## config.mk

```make
export PLATFORM = sky130hd
export DESIGN_NAME = iir_direct_form_two_filter
export DESIGN_NICKNAME = d
export VERILOG_FILES = /design/src/design/iirdf2_pkg.sv /design/src/design/iirdf2_mac.sv /design/src/design/iir_direct_form_two_filter.sv
export SDC_FILE = /design/constraint.sdc
export NUM_CORES = 2
export LEC_CHECK = 0
export BUFFER_PORTS_ARGS = -buffer_cell sky130_fd_sc_hd__buf_4
export CAP_MARGIN = 20
export CORE_MARGIN = 2
export CORE_UTILIZATION = 30
export CTS_CLUSTER_DIAMETER = 30
export DETAILED_ROUTE_END_ITERATION = 10
export PLACE_DENSITY = 0.46
export SLEW_MARGIN = 5
export SYNTH_ARGS = -nofsm -noshare
export SYNTH_HDL_FRONTEND = slang
export SYNTH_SLANG_ARGS = --single-unit
```

## constraint.sdc

```tcl
create_clock -name clk_i -period 10.5 [get_ports clk_i]
set_input_delay 2.625 -clock clk_i [delete_from_list [all_inputs] [get_ports clk_i]]
set_output_delay 2.625 -clock clk_i [all_outputs]
set_load 0.02 [all_outputs]
```

## src/design/iirdf2_pkg.sv

```systemverilog
// Shared widths, constants and types of the direct form II IIR filter.
`default_nettype none

package iirdf2_pkg;

  localparam int DEF_ORDER = 2;

  localparam int S_W    = 16;              // Q1.15 sample
  localparam int C_W    = 16;              // Q2.14 coefficient
  localparam int W_W    = 24;              // Q9.15 delay element
  localparam int PROD_W = C_W + W_W;       // full product
  localparam int FRAC   = 14;              // product shift back to Q.15
  localparam int RND_W  = PROD_W - FRAC;   // rounded product
  localparam int ACC_W  = RND_W + 2;       // room for x plus up to three products

  localparam int PDATA_W = 32;
  localparam int PADDR_W = 5;
  localparam int REG_W   = 3;

  // Register indexes
  localparam logic [REG_W-1:0] REG_B0 = 3'd0;
  localparam logic [REG_W-1:0] REG_B1 = 3'd1;
  localparam logic [REG_W-1:0] REG_B2 = 3'd2;
  localparam logic [REG_W-1:0] REG_A1 = 3'd3;
  localparam logic [REG_W-1:0] REG_A2 = 3'd4;

  localparam logic signed [C_W-1:0] B0_RESET = 16'sd16384;

  localparam logic signed [ACC_W-1:0] W_HI = ACC_W'((2 ** (W_W - 1)) - 1);
  localparam logic signed [ACC_W-1:0] W_LO = ACC_W'(-(2 ** (W_W - 1)));
  localparam logic signed [ACC_W-1:0] Y_HI = ACC_W'((2 ** (S_W - 1)) - 1);
  localparam logic signed [ACC_W-1:0] Y_LO = ACC_W'(-(2 ** (S_W - 1)));

  // Accumulator operations of the shared multiply-accumulate unit
  typedef enum logic [1:0] {
    MAC_HOLD,
    MAC_LOAD,
    MAC_ADD,
    MAC_SUB
  } mac_op_e;

endpackage

`default_nettype wire

```

## src/design/iirdf2_mac.sv

```systemverilog
// Shared multiply, round-to-nearest and accumulate unit.
`default_nettype none

module iirdf2_mac (
  input  wire                                      clk_i,
  input  iirdf2_pkg::mac_op_e                      op_i,
  input  wire logic signed [iirdf2_pkg::ACC_W-1:0] load_i,
  input  wire logic signed [iirdf2_pkg::C_W-1:0]   coef_i,
  input  wire logic signed [iirdf2_pkg::W_W-1:0]   opnd_i,
  output logic signed      [iirdf2_pkg::ACC_W-1:0] acc_o
);
  import iirdf2_pkg::*;

  logic signed [PROD_W-1:0] prod;
  logic signed [PROD_W-1:0] prod_rnd;
  logic signed [RND_W-1:0]  rnd;
  logic signed [ACC_W-1:0]  rnd_ext;
  logic signed [ACC_W-1:0]  acc_d, acc_q;

  // floor((p + 2^13) / 2^14): ties go toward plus infinity
  assign prod     = coef_i * opnd_i;
  assign prod_rnd = prod + PROD_W'(2 ** (FRAC - 1));
  assign rnd      = prod_rnd[PROD_W-1:FRAC];
  assign rnd_ext  = ACC_W'(rnd);

  always_comb begin
    case (op_i)
      MAC_LOAD: acc_d = load_i;
      MAC_ADD:  acc_d = acc_q + rnd_ext;
      MAC_SUB:  acc_d = acc_q - rnd_ext;
      default:  acc_d = acc_q;
    endcase
  end

  always_ff @(posedge clk_i) begin
    acc_q <= acc_d;
  end

  assign acc_o = acc_q;

endmodule

`default_nettype wire

```

## src/design/iir_direct_form_two_filter.sv

```systemverilog
// Top level: direct form II IIR filter with one shared multiply-accumulate.
//
//  channel   direction  handshake              payload
//  ------    ---------  ---------------------  -------------------------
//  input     in         in_valid_i/in_stall_o  sample_in_i
//  output    out        out_valid_o/out_stall_i sample_out_o, saturated_o
//  config    in (APB)   psel/penable/pready    paddr, pwdata, prdata
//
// For each sample the block goes through these steps before it is ready again:
// the transfer loads x into the accumulator, then one multiply-accumulate per
// feedback tap and per feedforward tap (b0 included), a step to clip w0 and
// one to clip y and shift the delay line. The single multiplier is why the
// taps are taken one after another.
// Reset clears the coefficients to b0 = 1.0, others zero, and the delay line.
// The result sits in an output register; the next sample is taken while it
// waits, and that sample's result holds in the last step until it drains.
`default_nettype none

module iir_direct_form_two_filter #(
  parameter int ORDER = iirdf2_pkg::DEF_ORDER
) (
  input  wire                                         clk_i,
  input  wire                                         rst_ni,
  // sample input
  input  wire                                         in_valid_i,
  output logic                                        in_stall_o,
  input  wire logic signed [iirdf2_pkg::S_W-1:0]      sample_in_i,
  // sample output
  output logic                                        out_valid_o,
  input  wire                                         out_stall_i,
  output logic signed      [iirdf2_pkg::S_W-1:0]      sample_out_o,
  output logic                                        saturated_o,
  // configuration
  input  wire                                         psel,
  input  wire                                         penable,
  input  wire                                         pwrite,
  input  wire logic        [iirdf2_pkg::PADDR_W-1:0]  paddr,
  input  wire logic        [iirdf2_pkg::PDATA_W-1:0]  pwdata,
  output logic             [iirdf2_pkg::PDATA_W-1:0]  prdata,
  output logic                                        pready
);
  import iirdf2_pkg::*;

  localparam int STEP_W = $clog2(ORDER + 1);

  typedef enum logic [2:0] {
    S_IDLE,
    S_FB,
    S_CLIPW,
    S_FF,
    S_DONE
  } state_e;

  // ---------------------------------------------------------------
  // Coefficient registers
  // ---------------------------------------------------------------
  logic signed [C_W-1:0] b0_q, b1_q, b2_q, a1_q, a2_q;
  logic [REG_W-1:0]      reg_idx;
  logic                  cfg_wr;

  assign pready  = 1'b1;
  assign reg_idx = paddr[PADDR_W-1:2];
  assign cfg_wr  = psel && penable && pwrite;

  always_ff @(posedge clk_i or negedge rst_ni) begin
    if (!rst_ni) begin
      b0_q <= B0_RESET;
      b1_q <= '0;
      b2_q <= '0;
      a1_q <= '0;
      a2_q <= '0;
    end else if (cfg_wr) begin
      case (reg_idx)
        REG_B0:  b0_q <= pwdata[C_W-1:0];
        REG_B1:  b1_q <= pwdata[C_W-1:0];
        REG_B2:  b2_q <= pwdata[C_W-1:0];
        REG_A1:  a1_q <= pwdata[C_W-1:0];
        REG_A2:  a2_q <= pwdata[C_W-1:0];
        default: ;
      endcase
    end
  end

  always_comb begin
    case (reg_idx)
      REG_B0:  prdata = PDATA_W'(b0_q);
      REG_B1:  prdata = PDATA_W'(b1_q);
      REG_B2:  prdata = PDATA_W'(b2_q);
      REG_A1:  prdata = PDATA_W'(a1_q);
      REG_A2:  prdata = PDATA_W'(a2_q);
      default: prdata = '0;
    endcase
  end

  // ---------------------------------------------------------------
  // Sequencer and data path around the shared MAC
  // ---------------------------------------------------------------
  state_e                state_q;
  logic [STEP_W-1:0]     step_q;
  logic signed [W_W-1:0] delay_q [ORDER];
  logic signed [W_W-1:0] w0_q;
  logic                  sat_q;
  logic                  out_valid_q;
  logic signed [S_W-1:0] out_sample_q;
  logic                  out_sat_q;

  mac_op_e                mac_op;
  logic signed [ACC_W-1:0] mac_load;
  logic signed [C_W-1:0]   mac_coef;
  logic signed [W_W-1:0]   mac_opnd;
  logic signed [ACC_W-1:0] acc;

  logic [STEP_W-1:0]     dsel;
  logic signed [W_W-1:0] dval;
  logic                  last_fb, last_ff;
  logic signed [W_W-1:0] w_clip;
  logic                  w_ovf;
  logic signed [S_W-1:0] y_clip;
  logic                  y_ovf;
  logic                  out_free;

  assign last_fb  = (step_q == STEP_W'(ORDER - 1));
  assign last_ff  = (step_q == STEP_W'(ORDER));
  assign out_free = !out_valid_q || !out_stall_i;

  // Delay tap for this step: d[s] in the feedback pass, d[s-1] feedforward
  assign dsel = (state_q == S_FB) ? step_q : step_q - STEP_W'(1);

  always_comb begin
    dval = '0;
    for (int j = 0; j < ORDER; j++) begin
      if (dsel == STEP_W'(j)) dval = delay_q[j];
    end
  end

  // Taps beyond the register set (third order) have zero coefficients
  always_comb begin
    mac_coef = '0;
    if (state_q == S_FB) begin
      if (step_q == STEP_W'(0))                 mac_coef = a1_q;
      else if (ORDER > 1 && step_q == STEP_W'(1)) mac_coef = a2_q;
    end else begin
      if (step_q == STEP_W'(0))                 mac_coef = b0_q;
      else if (step_q == STEP_W'(1))            mac_coef = b1_q;
      else if (ORDER > 1 && step_q == STEP_W'(2)) mac_coef = b2_q;
    end
  end

  always_comb begin
    mac_op   = MAC_HOLD;
    mac_load = ACC_W'(sample_in_i);
    mac_opnd = dval;
    case (state_q)
      S_IDLE: begin
        if (in_valid_i) mac_op = MAC_LOAD;
      end
      S_FB: begin
        mac_op = MAC_SUB;
      end
      S_CLIPW: begin
        mac_op   = MAC_LOAD;
        mac_load = '0;
      end
      S_FF: begin
        mac_op = MAC_ADD;
        if (step_q == STEP_W'(0)) mac_opnd = w0_q;
      end
      default: ;
    endcase
  end

  iirdf2_mac u_mac (
    .clk_i  (clk_i),
    .op_i   (mac_op),
    .load_i (mac_load),
    .coef_i (mac_coef),
    .opnd_i (mac_opnd),
    .acc_o  (acc)
  );

  // Saturation of w0 and y
  always_comb begin
    w_ovf  = (acc > W_HI) || (acc < W_LO);
    w_clip = (acc > W_HI) ? W_HI[W_W-1:0] :
             (acc < W_LO) ? W_LO[W_W-1:0] : acc[W_W-1:0];
    y_ovf  = (acc > Y_HI) || (acc < Y_LO);
    y_clip = (acc > Y_HI) ? Y_HI[S_W-1:0] :
             (acc < Y_LO) ? Y_LO[S_W-1:0] : acc[S_W-1:0];
  end

  always_ff @(posedge clk_i or negedge rst_ni) begin
    if (!rst_ni) begin
      state_q      <= S_IDLE;
      step_q       <= '0;
      w0_q         <= '0;
      sat_q        <= 1'b0;
      out_valid_q  <= 1'b0;
      out_sample_q <= '0;
      out_sat_q    <= 1'b0;
      for (int j = 0; j < ORDER; j++) delay_q[j] <= '0;
    end else begin
      // a new result may replace one that drains in the same cycle
      if (state_q == S_DONE && out_free) begin
        out_valid_q <= 1'b1;
      end else if (out_valid_q && !out_stall_i) begin
        out_valid_q <= 1'b0;
      end
      case (state_q)
        S_IDLE: begin
          if (in_valid_i) begin
            step_q  <= '0;
            state_q <= S_FB;
          end
        end
        S_FB: begin
          if (last_fb) begin
            state_q <= S_CLIPW;
          end else begin
            step_q <= step_q + STEP_W'(1);
          end
        end
        S_CLIPW: begin
          w0_q    <= w_clip;
          sat_q   <= w_ovf;
          step_q  <= '0;
          state_q <= S_FF;
        end
        S_FF: begin
          if (last_ff) begin
            state_q <= S_DONE;
          end else begin
            step_q <= step_q + STEP_W'(1);
          end
        end
        S_DONE: begin
          if (out_free) begin
            out_sample_q <= y_clip;
            out_sat_q    <= sat_q || y_ovf;
            delay_q[0]   <= w0_q;
            for (int j = 1; j < ORDER; j++) delay_q[j] <= delay_q[j-1];
            state_q      <= S_IDLE;
          end
        end
        default: state_q <= S_IDLE;
      endcase
    end
  end

  assign in_stall_o   = (state_q != S_IDLE);
  assign out_valid_o  = out_valid_q;
  assign sample_out_o = out_sample_q;
  assign saturated_o  = out_sat_q;

endmodule

`default_nettype wire

```

# --- Word-level counts from Yosys, hierarchy flattened ---
# Index checks and enable logic that the tools add are counted.
totals:
  ff_bits: 204
  out_inout_bits: 52
  inputBits: 60
  word_cells: 102
op_classes:
  n_mux: 31
  n_mul: 1
  add_sub_neg: 5
  n_lt_le_gt_ge: 4
  reduce_logical: 26
  n_eq_ne: 20
op_table:
  columns: ["operator", "count"]
  rows:
  - ["32-bit one-hot mux with 5 select lines", 1]
  - ["24-bit two-way mux", 6]
  - ["16-bit two-way mux", 8]
  - ["28-bit one-hot mux with 3 select lines", 1]
  - ["40-bit by 15-bit adder with 40-bit output (second input constant)", 1]
  - ["16-bit by 24-bit multiplier with 40-bit output", 1]
  - ["28-bit by 26-bit adder with 28-bit output", 1]
  - ["28-bit by 16-bit > comparator with 1-bit output (second input constant)", 1]
  - ["28-bit by 24-bit > comparator with 1-bit output (second input constant)", 1]
  - ["28-bit by 16-bit < comparator with 1-bit output (second input constant)", 1]
  - ["28-bit by 24-bit < comparator with 1-bit output (second input constant)", 1]
  - ["28-bit two-way mux", 1]
  - ["28-bit by 26-bit subtractor with 28-bit output", 1]
  - ["2-bit one-hot mux with 4 select lines", 2]
  - ["3-bit one-hot mux with 5 select lines", 1]
  - ["3-bit by 2-bit equality test with 1-bit output (second input constant)", 4]
  - ["3-bit two-way mux", 4]
  - ["2-bit inequality test (second input constant)", 6]
  - ["2-bit AND reduction", 6]
  - ["2-bit two-way mux", 4]
  - ["4-bit AND reduction", 2]
  - ["2-bit by 1-bit equality test with 1-bit output (second input constant)", 3]
  - ["2-bit equality test (second input constant)", 3]
  - ["3-bit by 1-bit equality test with 1-bit output (second input constant)", 2]
  - ["12 further kinds", 25]

# --- Logic depth before layout (Yosys ltp) ---
depth:
  ltp_word: 11
  depth_mapped: 51
  depth_no_buf: 47

# --- Hierarchy ---
# From an unflattened synthesis, not the netlist that was laid out.
hier_totals:
  hier_cells: 2824
  area_unflattened_um2: 25866.1
by_module_without_submodules:
  columns: ["module", "seq_area_each_um2", "area_each_um2", "n_inst", "cells_per_inst"]
  rows:
  - ["iirdf2_mac", 840.8, 16786.1, 1, 1892]
  - ["iir_direct_form_two_filter", 4405.5, 9080.0, 1, 932]

# --- Worst setup path before layout ---
# No wires, ideal clock.
synth_path:
  path_kind: "register to register"
  from: "register step_q[0]"
  to: "register u_mac.acc_q[27] (netlist: u_mac.acc_o[27]), data pin"
  path_slack_ns: -0.466
  path_buffers: 7
  setup_ns: 0.152
  required_ns: 10.348
  synth_period_minus_slack_ns: 10.966
  arrival_time_ns: 10.813
  path_stages_with_launch: 43
  cell_sequence: "dfrtp_1 > buf_4 > inv_1 > ha_1 > clkbuf_1 > buf_1 > clkbuf_1 > a211oi_1 > a21oi_1 > clkbuf_1 > nand2_1 > fa_1 > inv_1 > fa_1 > fa_1 > fa_1 > fa_1 > inv_1 > [7 not listed] > a21oi_1 > xor2_1 > nand2_1 > or3_1 > clkbuf_1 > o21ai_0 > xor2_1 > ha_1 > or3_1 > or3_1 > o21ai_0 > o21ai_0 > a211oi_1 > o21ai_0 > a2111oi_0 > o21bai_1 > xnor3_1 > o21ai_0"
synth_via:
  elab_chain_len: 11
  elab_cells_between_ends: 22
  cone_classes: "add/sub (4); mul (1); eq/ne (3); mux (12); reduce/logical (2)"
synth_rtl:
  columns: ["item", "line_no", "source"]
  rows:
  - ["from (decl)", "iir_direct_form_two_filter.sv:99", "logic [STEP_W-1:0] step_q;"]
  - ["from (signal assigned)", "iir_direct_form_two_filter.sv:219", "step_q <= step_q + STEP_W'(1);"]
  - ["from (signal assigned)", "iir_direct_form_two_filter.sv:232", "step_q <= step_q + STEP_W'(1);"]
  - ["2-bit by 1-bit subtractor with 2-bit output", "iir_direct_form_two_filter.sv:127", "assign dsel = (state_q == S_FB) ? step_q : step_q - STEP_W'(1);"]
  - ["2-bit two-way mux", "iir_direct_form_two_filter.sv:127", null]
  - ["2-bit zero test", "iir_direct_form_two_filter.sv:132", "if (dsel == STEP_W'(j)) dval = delay_q[j];"]
  - ["24-bit two-way mux (2 in series)", "iir_direct_form_two_filter.sv:132", null]
  - ["24-bit two-way mux", "iir_direct_form_two_filter.sv:166", "if (step_q == STEP_W'(0)) mac_opnd = w0_q;"]
  - ["24-bit two-way mux", "iir_direct_form_two_filter.sv:153", "case (state_q)"]
  - ["16-bit by 24-bit multiplier with 40-bit output *", "iirdf2_mac.sv:21", "assign prod = coef_i * opnd_i;"]
  - ["40-bit by 15-bit adder with 40-bit output *", "iirdf2_mac.sv:22", "assign prod_rnd = prod + PROD_W'(2 ** (FRAC - 1));"]
  - ["28-bit by 26-bit subtractor with 28-bit output or 28-bit by 26-bit adder with 28-bit output (tied branches)", "iirdf2_mac.sv:30, iirdf2_mac.sv:29", null]
  - ["28-bit one-hot mux with 3 select lines *", "iirdf2_mac.sv:27", "case (op_i)"]
  - ["named net u_mac.acc_d[27]", "iirdf2_mac.sv:18", "logic signed [ACC_W-1:0] acc_d, acc_q;"]
  - ["to (signal assigned)", "iirdf2_mac.sv:36", "acc_q <= acc_d;"]
  - ["to (decl)", "iirdf2_mac.sv:18", null]
# Mark *: on every way through the listed nets, which the timed path passes. The rest lies on a longest branch.
# A chain may end at the register's enable or synchronous reset.

# --- Worst setup path in the final report ---
# Ends and elaborated chain as after synthesis.

==> metrics.csv <==
stage,metric,value,unit
synth,synth_edf_count,28,
floorplanning,core_area,0.08528,mm2
synth,netlist.area_leader.share,29.06,%
global_route,antenna_found_initial,1,
sta,hold_violations,0,
clock_network,cts_root_buf,clkbuf_16,
clock_network,worstSkewPairLatency,0.52,ns
clock_network,htreeDepth,2,
sta,slew-limit-headroom,30.23,%
drt,dr.first_iter.drc_count,1325,
synth,synth_fp_nets,3511,
drt,vias,22456,
worst_setup_path,cp-start-kind,register,
synth,syn_inst,2952,
worst_setup_path,arrival,10.49,ns
floorplanning,ioPinCount,112,
final_layout,multi_input_area,0.01945,mm2
global_route,grt_pass1_wl,136900,um
floorplanning,start_util,30.30,%
clock_network,cts_hold_buf,0,
sta,fmax,0.09741,GHz
worst_setup_path,crit_family,adder cells,
sta,min_period_over_period,97.77,%
floorplanning,rows,107,
worst_setup_path,required,10.73,ns
synth,ys_seq_area_share,20.31,%
synth,synth.distinct_cells,81,
drt,routedWlPerCell,18.43,um
final_layout,seqCellArea,0.005246,mm2
final_layout,n_fill_cell,8620,
synth,avgSynthCellArea,8.752,um2
worst_setup_path,critPathBufInv,8,
synth,synth_warnings,0,
placed_design,portBuffers,92,
synth,synth_flop_cell,dfrtp_1,
clock_network,cts_sinks,204,
floorplanning,die-height,297.5,um
floorplanning,die_x,297.5,um
sta,setup_viol,0,
final_layout,final_nets,4093,
final_layout,fin_util,40.74,%
drt,totalWireLength,86720,um
placed_design,place_congestion,0.8389,
clock_network,cts_tree,built,
sta,tightest_slew,1.045,ns
status,run_status,"complete, no violations",
flow_run,max-cap-violations,0,
clock_network,cts_buffers,35,
worst_setup_path,cp-end-kind,register,
synth,synthArstFlopShare,86.27,%
final_layout,design_area,0.03474,mm2
drt,route.detailed.drc,0,
drt,dr.pass1.iters,5,
worst_setup_path,critPathKind,reg -> reg,
sta,tns,0,ns
synth,synth_top_cell_by_area,fa_1,
final_layout,syn_to_final_growth,34.47,%
placed_design,hpwlAfterDp,69730,um
synth,netlist_area,0.02584,mm2
worst_setup_path,critPathSlowestCell,fa_1,
worst_setup_path,slowest_delay,0.60,ns
worst_setup_path,crit_top_cell,fa_1,
sta,fin_crit,10.27,ns
global_route,grt_max_degree,67,
sta,rsz0062_at_grt,yes,
clock_network,path_clk_slew,0.06,ns
global_route,grt-ovfl-total,0,
worst_setup_path,cp_max_fo,6,
floorplanning,die_area,0.08849,mm2
drt,drtAntennaViolNets,0,
clock_network,clockBufferDepth,3,
global_route,grt_pass1_vias,23177,
placed_design,dpl-instance-area,0.03178,mm2
final_layout,diodes,0,
sta,maxSlewViolCount,0,
synth,ys_ff_latch,204,
sta,fin_worst_skew,0.02333,ns
drt,viasPerCell,4.773,
global_route,grt_usage,19.70,%
worst_hold_path,hold_path_class,reg -> reg,
synth,synth_area_leaders,"fa_1 29%, dfrtp_1 17%, nand2_1 7.6%, inv_1 6.6%, ha_1 6.0%",
final_layout,drive_above_1_share,30.78,%
cell usage after synthesis, types with 9 or more instances:
| cell | count |
|---|---|
| a211oi_1 | 24 |
| a21o_1 | 54 |
| a21oi_1 | 138 |
| a221o_1 | 17 |
| a221oi_1 | 9 |
| a22oi_1 | 32 |
| a31oi_1 | 14 |
| and2_1 | 28 |
| and3_1 | 29 |
| buf_1 | 9 |
| buf_4 | 21 |
| clkbuf_1 | 113 |
| dfrtp_1 | 175 |
| edfxtp_1 | 28 |
| fa_1 | 375 |
| ha_1 | 124 |
| inv_1 | 451 |
| mux2_2 | 84 |
| mux2i_1 | 22 |
| nand2_1 | 524 |
| nand2b_1 | 18 |
| nand3_1 | 28 |
| nand4_1 | 18 |
| nor2_1 | 252 |
| nor2b_1 | 13 |
| nor3_1 | 18 |
| nor4_1 | 10 |
| o211ai_1 | 14 |
| o21a_1 | 9 |
| o21ai_0 | 117 |
| o21bai_1 | 9 |
| or3_1 | 12 |
| xnor2_1 | 46 |
| xor2_1 | 23 |
layout make-up:
class	count	share of cell area (%)
timing repair inverter	1	0.02161
sequential	204	15.10
inverter	452	4.894
timing repair buffer	692	16.42
clock inverter	20	0.5906
multi-input combinational	2148	55.97
tap	1144	4.120
clock buffer	44	2.885
flip-flops by register name, indices dropped and copies added, names as in the netlist, 2 cells and up:
| signal | cells |
|---|---|
| b0_q | 16 |
| b2_q | 16 |
| u_mac.acc_o | 28 |
| step_q | 2 |
| state_q | 3 |
| b1_q | 16 |
| delay_q | 48 |
| w0_q | 24 |
| sample_out_o | 16 |
| a1_q | 16 |
| a2_q | 16 |
path summary, 6_finish.rpt:
path | startpoint | end | slack (ns) | depth (start not counted)
max | step_q[0]$_DFFE_PN0P_ | u_mac.acc_o[27]$_DFFE_PP_ | 0.23 | 42
min | delay_q[11]$_DFFE_PN0P_ | delay_q[11]$_DFFE_PN0P_ | 0.47 | 2
max reg2reg | step_q[0]$_DFFE_PN0P_ | u_mac.acc_o[27]$_DFFE_PP_ | 0.23 | 42
min reg2reg | delay_q[11]$_DFFE_PN0P_ | delay_q[11]$_DFFE_PN0P_ | 0.47 | 2
max in group asynchronous | rst_ni | b0_q[5]$_DFFE_PN0P_ | 7.07 | 2
min in group asynchronous | rst_ni | sample_out_o[8]$_DFFE_PN0P_ | 2.08 | 1
cell families after synthesis:
group                      count (synthesis)  synth area share [%]
and+or+nand+nor                          983                 16.43
buffers and inverters                    600                 9.094
adders and majority gates                499                 35.06
AOI/OAI and AO/OA                        489                 12.16
DFF                                      204                 20.31
muxes                                    106                 4.513
xor gates and xnor gates                  70                 2.426
other                                      1               0.01451
through the flow:
step,instances,hold slack [ns],setup WS [ns]
floorplan,2952,0.4467,0.007513
global placement,4570,0.4591,-0.5619
detailed placement,4570,0.4635,-0.5706
CTS,4667,0.4770,0.001252
global route,4705,0.4969,-0.1785
finish,4705,0.4728,0.2344
worst reg2reg max path: cells and delay by family (launching register included):
family,cells,cell delay (ns)
fa+ha+maj,9,3.83
compound gates,14,2.59
simple gates,8,1.68
buf+inv,8,0.96
xor+xnor,3,0.47
flops,1,0.42
placed cells by master, fill, tap and decap left out, types with 44 or more instances in the layout:
cell,instances
buf_4,627
nand2_1,514
inv_1,434
fa_1,356
nor2_1,233
dfrtp_1,175
a21oi_1,101
ha_1,97
o21ai_0,90
mux2_2,84
xnor2_1,45
a21o_1,44
layer usage:
layer  part of all wire, %  track usage [%]
met5                     0                0
met3                   3.8            2.549
met2                    46            31.27
met4                   2.2            4.137
met1                    48            28.63
what timing repair did:
action                                  in CTS  in global routing
resized for setup                           89                210
pin swaps                                   56                123
setup buffers                               32                 40
cloned                                       1                  0
endpoints found under the setup margin      10                 14
Power is not shown: default switching activity piles up to over one toggle a cycle in this logic, so the estimate is an artifact.
